**src/sv/lpr_pkg.sv**
```systemverilog
// shared types, constants and defaults for the lru page replacement core
package lpr_pkg;

  localparam int LPR_PAGE_W         = 16;
  localparam int LPR_FAULT_W        = 16;
  localparam int LPR_CFG_W          = 4;
  localparam int LPR_FRAMES_DEF     = 8;
  localparam int LPR_PAGE_BITS_DEF  = 16;

  localparam logic [LPR_CFG_W-1:0]   LPR_CFG_RESET = 4'd8;
  localparam logic [LPR_FAULT_W-1:0] LPR_FAULT_MAX = 16'hFFFF;

  typedef struct packed {
    logic [LPR_PAGE_W-1:0] page_number;
    logic                  last_reference;
  } lpr_in_t;

  typedef struct packed {
    logic                   was_hit;
    logic                   did_evict;
    logic [LPR_PAGE_W-1:0]  evicted_page;
    logic [LPR_FAULT_W-1:0] fault_total;
    logic                   run_done;
  } lpr_out_t;

endpackage

```
**src/sv/lpr_in_stage.sv**
```systemverilog
// input register holding the reference under lookup
module lpr_in_stage (
  input  logic             clk,
  input  logic             rst_n,
  input  logic             in_valid,
  output logic             in_ready,
  input  lpr_pkg::lpr_in_t in_data,
  output logic             item_valid,
  output lpr_pkg::lpr_in_t item_data,
  input  logic             item_take
);

  logic             valid_r;
  logic             valid_nxt;
  lpr_pkg::lpr_in_t data_r;

  // a new beat can enter when the stage is empty or drains this cycle
  assign in_ready   = !valid_r || item_take;
  assign item_valid = valid_r;
  assign item_data  = data_r;

  always_comb begin
    valid_nxt = valid_r;
    if (in_valid && in_ready) begin
      valid_nxt = 1'b1;
    end else if (item_take) begin
      valid_nxt = 1'b0;
    end
  end

  always_ff @(posedge clk) begin
    if (!rst_n) begin
      valid_r <= 1'b0;
    end else begin
      valid_r <= valid_nxt;
    end
  end

  always_ff @(posedge clk) begin
    if (in_valid && in_ready) begin
      data_r <= in_data;
    end
  end

endmodule

```
**src/sv/lpr_frame_table.sv**
```systemverilog
// frame tags, recency ranks, occupancy, fault counter and the lookup/update logic
module lpr_frame_table #(
  parameter int FRAMES    = lpr_pkg::LPR_FRAMES_DEF,
  parameter int PAGE_BITS = lpr_pkg::LPR_PAGE_BITS_DEF
) (
  input  logic                          clk,
  input  logic                          rst_n,
  input  logic                          cfg_valid,
  output logic                          cfg_ready,
  input  logic [lpr_pkg::LPR_CFG_W-1:0] cfg_data,
  input  logic                          step,
  input  lpr_pkg::lpr_in_t              item,
  output lpr_pkg::lpr_out_t             result
);

  localparam int IDX_W  = (FRAMES > 1) ? $clog2(FRAMES) : 1;
  localparam int RANK_W = IDX_W;
  localparam int CNT_W  = $clog2(FRAMES + 1);
  localparam int CMP_W  = (CNT_W > lpr_pkg::LPR_CFG_W) ? CNT_W : lpr_pkg::LPR_CFG_W;
  localparam int PW     = lpr_pkg::LPR_PAGE_W;
  localparam int FW     = lpr_pkg::LPR_FAULT_W;

  logic [lpr_pkg::LPR_CFG_W-1:0] cfg_r;
  logic [PAGE_BITS-1:0]          tag_r [FRAMES];
  logic [FRAMES-1:0]             valid_r;
  logic [FRAMES-1:0]             valid_nxt;
  logic [RANK_W-1:0]             rank_r [FRAMES];
  logic [RANK_W-1:0]             rank_nxt [FRAMES];
  logic [CNT_W-1:0]              occ_r;
  logic [CNT_W-1:0]              occ_nxt;
  logic [FW-1:0]                 fault_r;
  logic [FW-1:0]                 fault_nxt;

  logic [CMP_W-1:0]          cfg_ext;
  logic [CMP_W-1:0]          limit_ext;
  logic [CNT_W-1:0]          limit;
  logic [PW+PAGE_BITS-1:0]   page_ext;
  logic [PAGE_BITS-1:0]      page_tag;
  logic [FRAMES-1:0]         match;
  logic [FRAMES-1:0]         lru;
  logic [IDX_W-1:0]          hit_idx;
  logic [IDX_W-1:0]          free_idx;
  logic [IDX_W-1:0]          lru_idx;
  logic [IDX_W-1:0]          sel_idx;
  logic [RANK_W-1:0]         hit_rank;
  logic                      hit;
  logic                      fill;
  logic                      evict;
  logic [PAGE_BITS+PW-1:0]   victim_ext;

  assign cfg_ready = 1'b1;

  // clamp the configured frame count into 1..FRAMES
  assign cfg_ext   = CMP_W'(cfg_r);
  assign limit_ext = (cfg_ext == '0) ? CMP_W'(1) :
                     (cfg_ext > CMP_W'(FRAMES)) ? CMP_W'(FRAMES) : cfg_ext;
  assign limit     = limit_ext[CNT_W-1:0];

  assign page_ext = {{PAGE_BITS{1'b0}}, item.page_number};
  assign page_tag = page_ext[PAGE_BITS-1:0];

  // valid ranks are always a permutation of 0..occ-1, so the oldest frame has rank occ-1
  always_comb begin
    for (int i = 0; i < FRAMES; i++) begin
      match[i] = valid_r[i] && (tag_r[i] == page_tag);
      lru[i]   = valid_r[i] && (CNT_W'(rank_r[i]) == (occ_r - CNT_W'(1)));
    end
  end

  // lowest-numbered frame wins in each search
  always_comb begin
    hit_idx  = '0;
    free_idx = '0;
    lru_idx  = '0;
    for (int i = FRAMES - 1; i >= 0; i--) begin
      if (match[i]) begin
        hit_idx = IDX_W'(i);
      end
      if (!valid_r[i]) begin
        free_idx = IDX_W'(i);
      end
      if (lru[i]) begin
        lru_idx = IDX_W'(i);
      end
    end
  end

  assign hit      = |match;
  assign fill     = !hit && (occ_r < limit);
  assign evict    = !hit && !fill;
  assign sel_idx  = hit ? hit_idx : (fill ? free_idx : lru_idx);
  assign hit_rank = rank_r[hit_idx];

  always_comb begin
    for (int i = 0; i < FRAMES; i++) begin
      if (IDX_W'(i) == sel_idx) begin
        rank_nxt[i] = '0;
      end else if (valid_r[i] && (!hit || (rank_r[i] < hit_rank))) begin
        rank_nxt[i] = rank_r[i] + RANK_W'(1);
      end else begin
        rank_nxt[i] = rank_r[i];
      end
      valid_nxt[i] = valid_r[i] || (fill && (IDX_W'(i) == free_idx));
    end
  end

  assign occ_nxt   = fill ? (occ_r + CNT_W'(1)) : occ_r;
  assign fault_nxt = (!hit && (fault_r != lpr_pkg::LPR_FAULT_MAX)) ?
                     (fault_r + FW'(1)) : fault_r;

  assign victim_ext = {{PW{1'b0}}, tag_r[lru_idx]};

  always_comb begin
    result.was_hit      = hit;
    result.did_evict    = evict;
    result.evicted_page = evict ? victim_ext[PW-1:0] : '0;
    result.fault_total  = fault_nxt;
    result.run_done     = item.last_reference;
  end

  always_ff @(posedge clk) begin
    if (!rst_n) begin
      cfg_r <= lpr_pkg::LPR_CFG_RESET;
    end else if (cfg_valid && cfg_ready) begin
      cfg_r <= cfg_data;
    end
  end

  always_ff @(posedge clk) begin
    if (!rst_n) begin
      valid_r <= '0;
      occ_r   <= '0;
      fault_r <= '0;
      for (int i = 0; i < FRAMES; i++) begin
        rank_r[i] <= '0;
      end
    end else if (step) begin
      // end of run drops every frame and the count
      if (item.last_reference) begin
        valid_r <= '0;
        occ_r   <= '0;
        fault_r <= '0;
        for (int i = 0; i < FRAMES; i++) begin
          rank_r[i] <= '0;
        end
      end else begin
        valid_r <= valid_nxt;
        occ_r   <= occ_nxt;
        fault_r <= fault_nxt;
        for (int i = 0; i < FRAMES; i++) begin
          rank_r[i] <= rank_nxt[i];
        end
      end
    end
  end

  always_ff @(posedge clk) begin
    if (step && !hit) begin
      tag_r[sel_idx] <= page_tag;
    end
  end

endmodule

```
**src/sv/lpr_out_stage.sv**
```systemverilog
// result register between the lookup and the output channel
module lpr_out_stage (
  input  logic              clk,
  input  logic              rst_n,
  input  logic              res_valid,
  output logic              res_ready,
  input  lpr_pkg::lpr_out_t res_data,
  output logic              out_valid,
  input  logic              out_ready,
  output lpr_pkg::lpr_out_t out_data
);

  logic              valid_r;
  logic              valid_nxt;
  lpr_pkg::lpr_out_t data_r;

  assign res_ready = !valid_r || out_ready;
  assign out_valid = valid_r;
  assign out_data  = data_r;

  always_comb begin
    valid_nxt = valid_r;
    if (res_valid && res_ready) begin
      valid_nxt = 1'b1;
    end else if (out_ready) begin
      valid_nxt = 1'b0;
    end
  end

  always_ff @(posedge clk) begin
    if (!rst_n) begin
      valid_r <= 1'b0;
    end else begin
      valid_r <= valid_nxt;
    end
  end

  always_ff @(posedge clk) begin
    if (res_valid && res_ready) begin
      data_r <= res_data;
    end
  end

endmodule

```
**src/sv/lru_page_replacement_core.sv**
```systemverilog
// lru page replacement core: top level with handshake stages and frame table
// Usage:
//   in channel  (in_valid/in_ready/in_data): one page reference per beat, with a
//     flag on the last reference of a run.
//   out channel (out_valid/out_ready/out_data): one result per reference, in order:
//     hit or miss, evicted page if any, running saturating fault count, run end flag.
//   cfg channel (cfg_valid/cfg_data, cfg_ready always high): number of frames in use,
//     values 0 and above FRAMES are clamped into 1..FRAMES; write only while idle.
// Timing: a reference accepted into the input register is looked up against all frame
//   tags in parallel and is then registered in the result register, where it raises
//   out_valid. One reference per cycle is sustained while out_ready stays high; the
//   limit is the combinational tag compare and rank update, which must finish before
//   the following reference is looked up.
// Reset: all frames empty, ranks and fault count zero, frames in use set to 8.
// Stall: while out_ready is low the result register holds; one more reference can
//   wait in the input register, after that in_ready drops until the result drains.
// A reference flagged last clears frames and fault count after its result is formed.
module lru_page_replacement_core #(
  parameter int FRAMES    = lpr_pkg::LPR_FRAMES_DEF,
  parameter int PAGE_BITS = lpr_pkg::LPR_PAGE_BITS_DEF
) (
  input  logic                          clk,
  input  logic                          rst_n,
  input  logic                          in_valid,
  output logic                          in_ready,
  input  lpr_pkg::lpr_in_t              in_data,
  output logic                          out_valid,
  input  logic                          out_ready,
  output lpr_pkg::lpr_out_t             out_data,
  input  logic                          cfg_valid,
  output logic                          cfg_ready,
  input  logic [lpr_pkg::LPR_CFG_W-1:0] cfg_data
);

  logic              item_valid;
  lpr_pkg::lpr_in_t  item_data;
  logic              res_ready;
  logic              step;
  lpr_pkg::lpr_out_t result;

  // the table updates exactly when a result moves into the output register
  assign step = item_valid && res_ready;

  lpr_in_stage u_in_stage (
    .clk        (clk),
    .rst_n      (rst_n),
    .in_valid   (in_valid),
    .in_ready   (in_ready),
    .in_data    (in_data),
    .item_valid (item_valid),
    .item_data  (item_data),
    .item_take  (step)
  );

  lpr_frame_table #(
    .FRAMES    (FRAMES),
    .PAGE_BITS (PAGE_BITS)
  ) u_frame_table (
    .clk       (clk),
    .rst_n     (rst_n),
    .cfg_valid (cfg_valid),
    .cfg_ready (cfg_ready),
    .cfg_data  (cfg_data),
    .step      (step),
    .item      (item_data),
    .result    (result)
  );

  lpr_out_stage u_out_stage (
    .clk       (clk),
    .rst_n     (rst_n),
    .res_valid (item_valid),
    .res_ready (res_ready),
    .res_data  (result),
    .out_valid (out_valid),
    .out_ready (out_ready),
    .out_data  (out_data)
  );

  // a hit never evicts
  a_hit_no_evict: assert property (@(posedge clk) disable iff (!rst_n)
    out_valid |-> !(out_data.was_hit && out_data.did_evict))
    else $error("hit result also reports an eviction");

  // evicted page reads zero unless a page was replaced
  a_evict_zero: assert property (@(posedge clk) disable iff (!rst_n)
    (out_valid && !out_data.did_evict) |-> (out_data.evicted_page == '0))
    else $error("evicted page nonzero without eviction");

  // a resident page needs an earlier fault in the same run
  a_hit_needs_fault: assert property (@(posedge clk) disable iff (!rst_n)
    (out_valid && out_data.was_hit) |-> (out_data.fault_total != '0))
    else $error("hit reported with zero fault count");

  // the input side is never blocked while its register is empty
  a_ready_when_empty: assert property (@(posedge clk) disable iff (!rst_n)
    !item_valid |-> in_ready)
    else $error("input stalled while empty");

endmodule
```
**config.mk**
```make
export PLATFORM = sky130hd
export DESIGN_NAME = lru_page_replacement_core
export DESIGN_NICKNAME = d
export VERILOG_FILES = /design/src/sv/lpr_pkg.sv /design/src/sv/lpr_in_stage.sv /design/src/sv/lpr_frame_table.sv /design/src/sv/lpr_out_stage.sv /design/src/sv/lru_page_replacement_core.sv
export SDC_FILE = /design/constraint.sdc
export NUM_CORES = 1
export LEC_CHECK = 0
export ABC_AREA = 1
export BUFFER_PORTS_ARGS = -buffer_cell sky130_fd_sc_hd__buf_2
export CORE_MARGIN = 4
export CORE_UTILIZATION = 25
export DETAILED_ROUTE_END_ITERATION = 8
export GPL_ROUTABILITY_DRIVEN = 0
export SLEW_MARGIN = 20
export SYNTH_ARGS = -nofsm -noshare
export SYNTH_HDL_FRONTEND = slang
export SYNTH_HIERARCHICAL = 1
export SYNTH_SLANG_ARGS = --single-unit
```
**constraint.sdc**
```tcl
create_clock -name clk -period 10.8 [get_ports clk]
set_clock_uncertainty 0.15 [all_clocks]
set_input_delay 1.08 -clock clk [delete_from_list [all_inputs] [get_ports clk]]
set_output_delay 1.08 -clock clk [all_outputs]
set_load 0.02 [all_outputs]
```
==> impl_metrics.env <==
export IMPL_cts_tree="yes"
export IMPL_placementRows=85
export IMPL_num_antenna_cells=0
export IMPL_cts_resized_gates=0
export IMPL_io_pins=64
export IMPL_area_growth_pct=15.0
export IMPL_syn_nets=1615
export IMPL_min_period_over_period=0.477
export IMPL_placed_area_um2=14700
export IMPL_drt_iter0_markers=1318
export IMPL_hold_violations=0
export IMPL_max_freq_ghz=0.194
export IMPL_setup_violations=0
export IMPL_core_area_um2=53800
export IMPL_max_vdd_ir_drop_mv=0.117
export IMPL_cp_arrival_ns=5.20
export IMPL_tns_ns=0
export IMPL_cts_buffer_depth=3
export IMPL_path_class="flip-flop to flip-flop"
export IMPL_tightest_slew_ns=0.993
export IMPL_drv_cap=0
export IMPL_wl_per_cell_um=19.2
export IMPL_final_common_cell="nand2_1"
export IMPL_vias=11900
export IMPL_synth_area_leaders="edfxtp_1 (44%), nand2_1 (9.0%), dfxtp_1 (5.5%)"
export IMPL_async_flop_share=0
export IMPL_final_max_slew_viol_count=0
export IMPL_cts_root_buf="clkbuf_16"
export IMPL_end_kind="flip-flop"
export IMPL_fin_ws_ns=5.65
export IMPL_grt_pass1_wl_um=68100
export IMPL_dp_hpwl_um=32600
export IMPL_htree_levels=1
export IMPL_grt_overflow_total=0
export IMPL_netlist_area_leader_share=0.444
export IMPL_place_ws_ns=5.01
export IMPL_min_period_ns=5.15
export IMPL_ctsHoldBuffers=0
export IMPL_fp_dieW_um=241
export IMPL_worst_setup_path_start_kind="flip-flop"
export IMPL_initial_core_util=0.252
export IMPL_clk_pin_slew_worst_paths_ns=0.06
export IMPL_grt_total_usage=0.151
export IMPL_postSynthCellCount=1567
export IMPL_nets=1679
export IMPL_ant_nets=0
export IMPL_ys_types=63
export IMPL_drc_errors=0
export IMPL_required_ns=10.84
export IMPL_hold_class="flip-flop to flip-flop"
export IMPL_rsz0062_at_grt="no"
export IMPL_synth_area_um2=13600
export IMPL_p_leak_nw=6.08
export IMPL_die_h_um=241
export IMPL_power_density_nw_per_um2=143
export IMPL_routed_via_density=5.07
export IMPL_worst_skew_pair_late_latency_ns=0.57
export IMPL_wirelength_um=45100
export IMPL_status="finished, final reports clean"
export IMPL_synthFlopType="edfxtp_1"
export IMPL_postCtsSetupBuffers=0
export IMPL_synth_seq_cells=238
export IMPL_antenna_found_initial=3
export IMPL_synth_top_cell_by_area="edfxtp_1"
export IMPL_ys_seq_area_frac=0.499
export IMPL_numCtsBuffers=29
export IMPL_slew_headroom=0.337
export IMPL_grt_pass1_vias=11600
export IMPL_synth_edf_count=201
export IMPL_dieArea_um2=58100
export IMPL_drive_above_1_share=0.134
export IMPL_clock_sinks=238
export IMPL_port_buffers=62
export IMPL_fin_area_um2=15600
export IMPL_grt_max_degree=70
export IMPL_ys_warn_count=6
export IMPL_crit_fanout=24
export IMPL_layout_common_cells="nand2_1 (327), edfxtp_1 (201), nor2_1 (166)"
export IMPL_dr_pass1_iters=8
export IMPL_avgSynthCellArea_um2=8.67
final timing paths:
check	startpoint	to	slack, ns	cells past startpoint
hold reg to reg	u_frame_table/fault_r[13]	u_frame_table/fault_r[13]	0.36	2
setup reg to reg	u_frame_table/occ_r[0]	u_frame_table/tag_r[4][6]	5.65	15
setup / recovery	u_frame_table/occ_r[0]	u_frame_table/tag_r[4][6]	5.65	15
hold / removal	u_frame_table/fault_r[13]	u_frame_table/fault_r[13]	0.36	2
layout make-up:
cell class              count  area, um2
clock buffers              36        752
flip-flops and latches    238       6780
inverters                 196        747
repair buffers             83        475
multi-input cells        1083       5840
clock inverters            17        159
fillers                  5677      38200
well taps                 696        871
power by group:
part | internal (W) | total, W | switching [W]
registers | 0.00103 | 0.00107 | 0.0000332
logic | 0.0000664 | 0.000231 | 0.000165
clock network | 0.000544 | 0.000939 | 0.000395
flip-flops by register name (all words and copies together) (netlist names):
signal	flops
u_out_stage/out_data	35
u_in_stage/item_data	17
u_frame_table/occ_r	4
u_out_stage/out_valid	1
u_in_stage/item_valid	1
u_frame_table/rank_r	24
u_frame_table/tag_r	128
u_frame_table/fault_r	16
u_frame_table/cfg_ext	4
u_frame_table/valid_r	8
cell usage after synthesis, drive strengths merged (4+ instances only):
master,n
inv,192
ha,22
a21oi,77
nand4,45
o2111ai,15
nor4,11
clkbuf,21
or2,22
a2111oi,7
buf,29
edfxtp,201
nand2,345
o22ai,16
a211oi,8
a31oi,7
o211ai,8
nor2,173
o21ai,98
o221ai,4
nand3,101
xor2,36
clkinv,4
xnor2,28
nand3b,5
nor3,33
nor3b,5
dfxtp,37
per-layer routing:
| layer | vias to the layer above | track usage | part of all wire |
|---|---|---|---|
| li1 | 5483 | - | - |
| met1 | 5608 | 0.200 | 0.42 |
| met2 | 665 | 0.241 | 0.44 |
| met3 | 143 | 0.0296 | 0.094 |
| met4 | 4 | 0.0662 | 0.046 |
| met5 | - | 0 | 0.00031 |
per-stage QoR:
step / instances / utilization / hold slack, ns / power (W)
6_report: 2349 / 0.290 / 0.359 / 0.00224
2_1_floorplan: 1567 / - / 0.324 / 0.00122
3_3_place_gp: 2295 / 0.273 / 0.345 / 0.00131
3_5_place_dp: 2295 / 0.273 / 0.347 / 0.00131
4_1_cts: 2348 / 0.290 / 0.359 / 0.00226
5_1_grt: 2349 / 0.290 / 0.384 / 0.00233
logic make-up after synthesis:
logic type	after synthesis	share of synthesized area
xor+xnor	64	0.0427
flops	238	0.499
simple gates	741	0.248
buf+inv	246	0.0760
other cells	1	0.000276
compound gates	255	0.114
fa+ha+maj	22	0.0203
critical path, cell delays in order, from the launching register on:
cell and delay, ns:
dfxtp_1 0.71, inv_2 0.18, ha_1 0.51, inv_1 0.19, o221ai_1 0.14, a221oi_1 0.23, nand3_1 0.12, nand2_1 0.10
nor2_1 0.07, o21ai_4 0.59, inv_2 0.37, o221ai_2 0.36, inv_2 0.06, nor2_1 0.22, nand2_1 0.17, nor2_2 0.60
(Power assumes the default switching activity.)
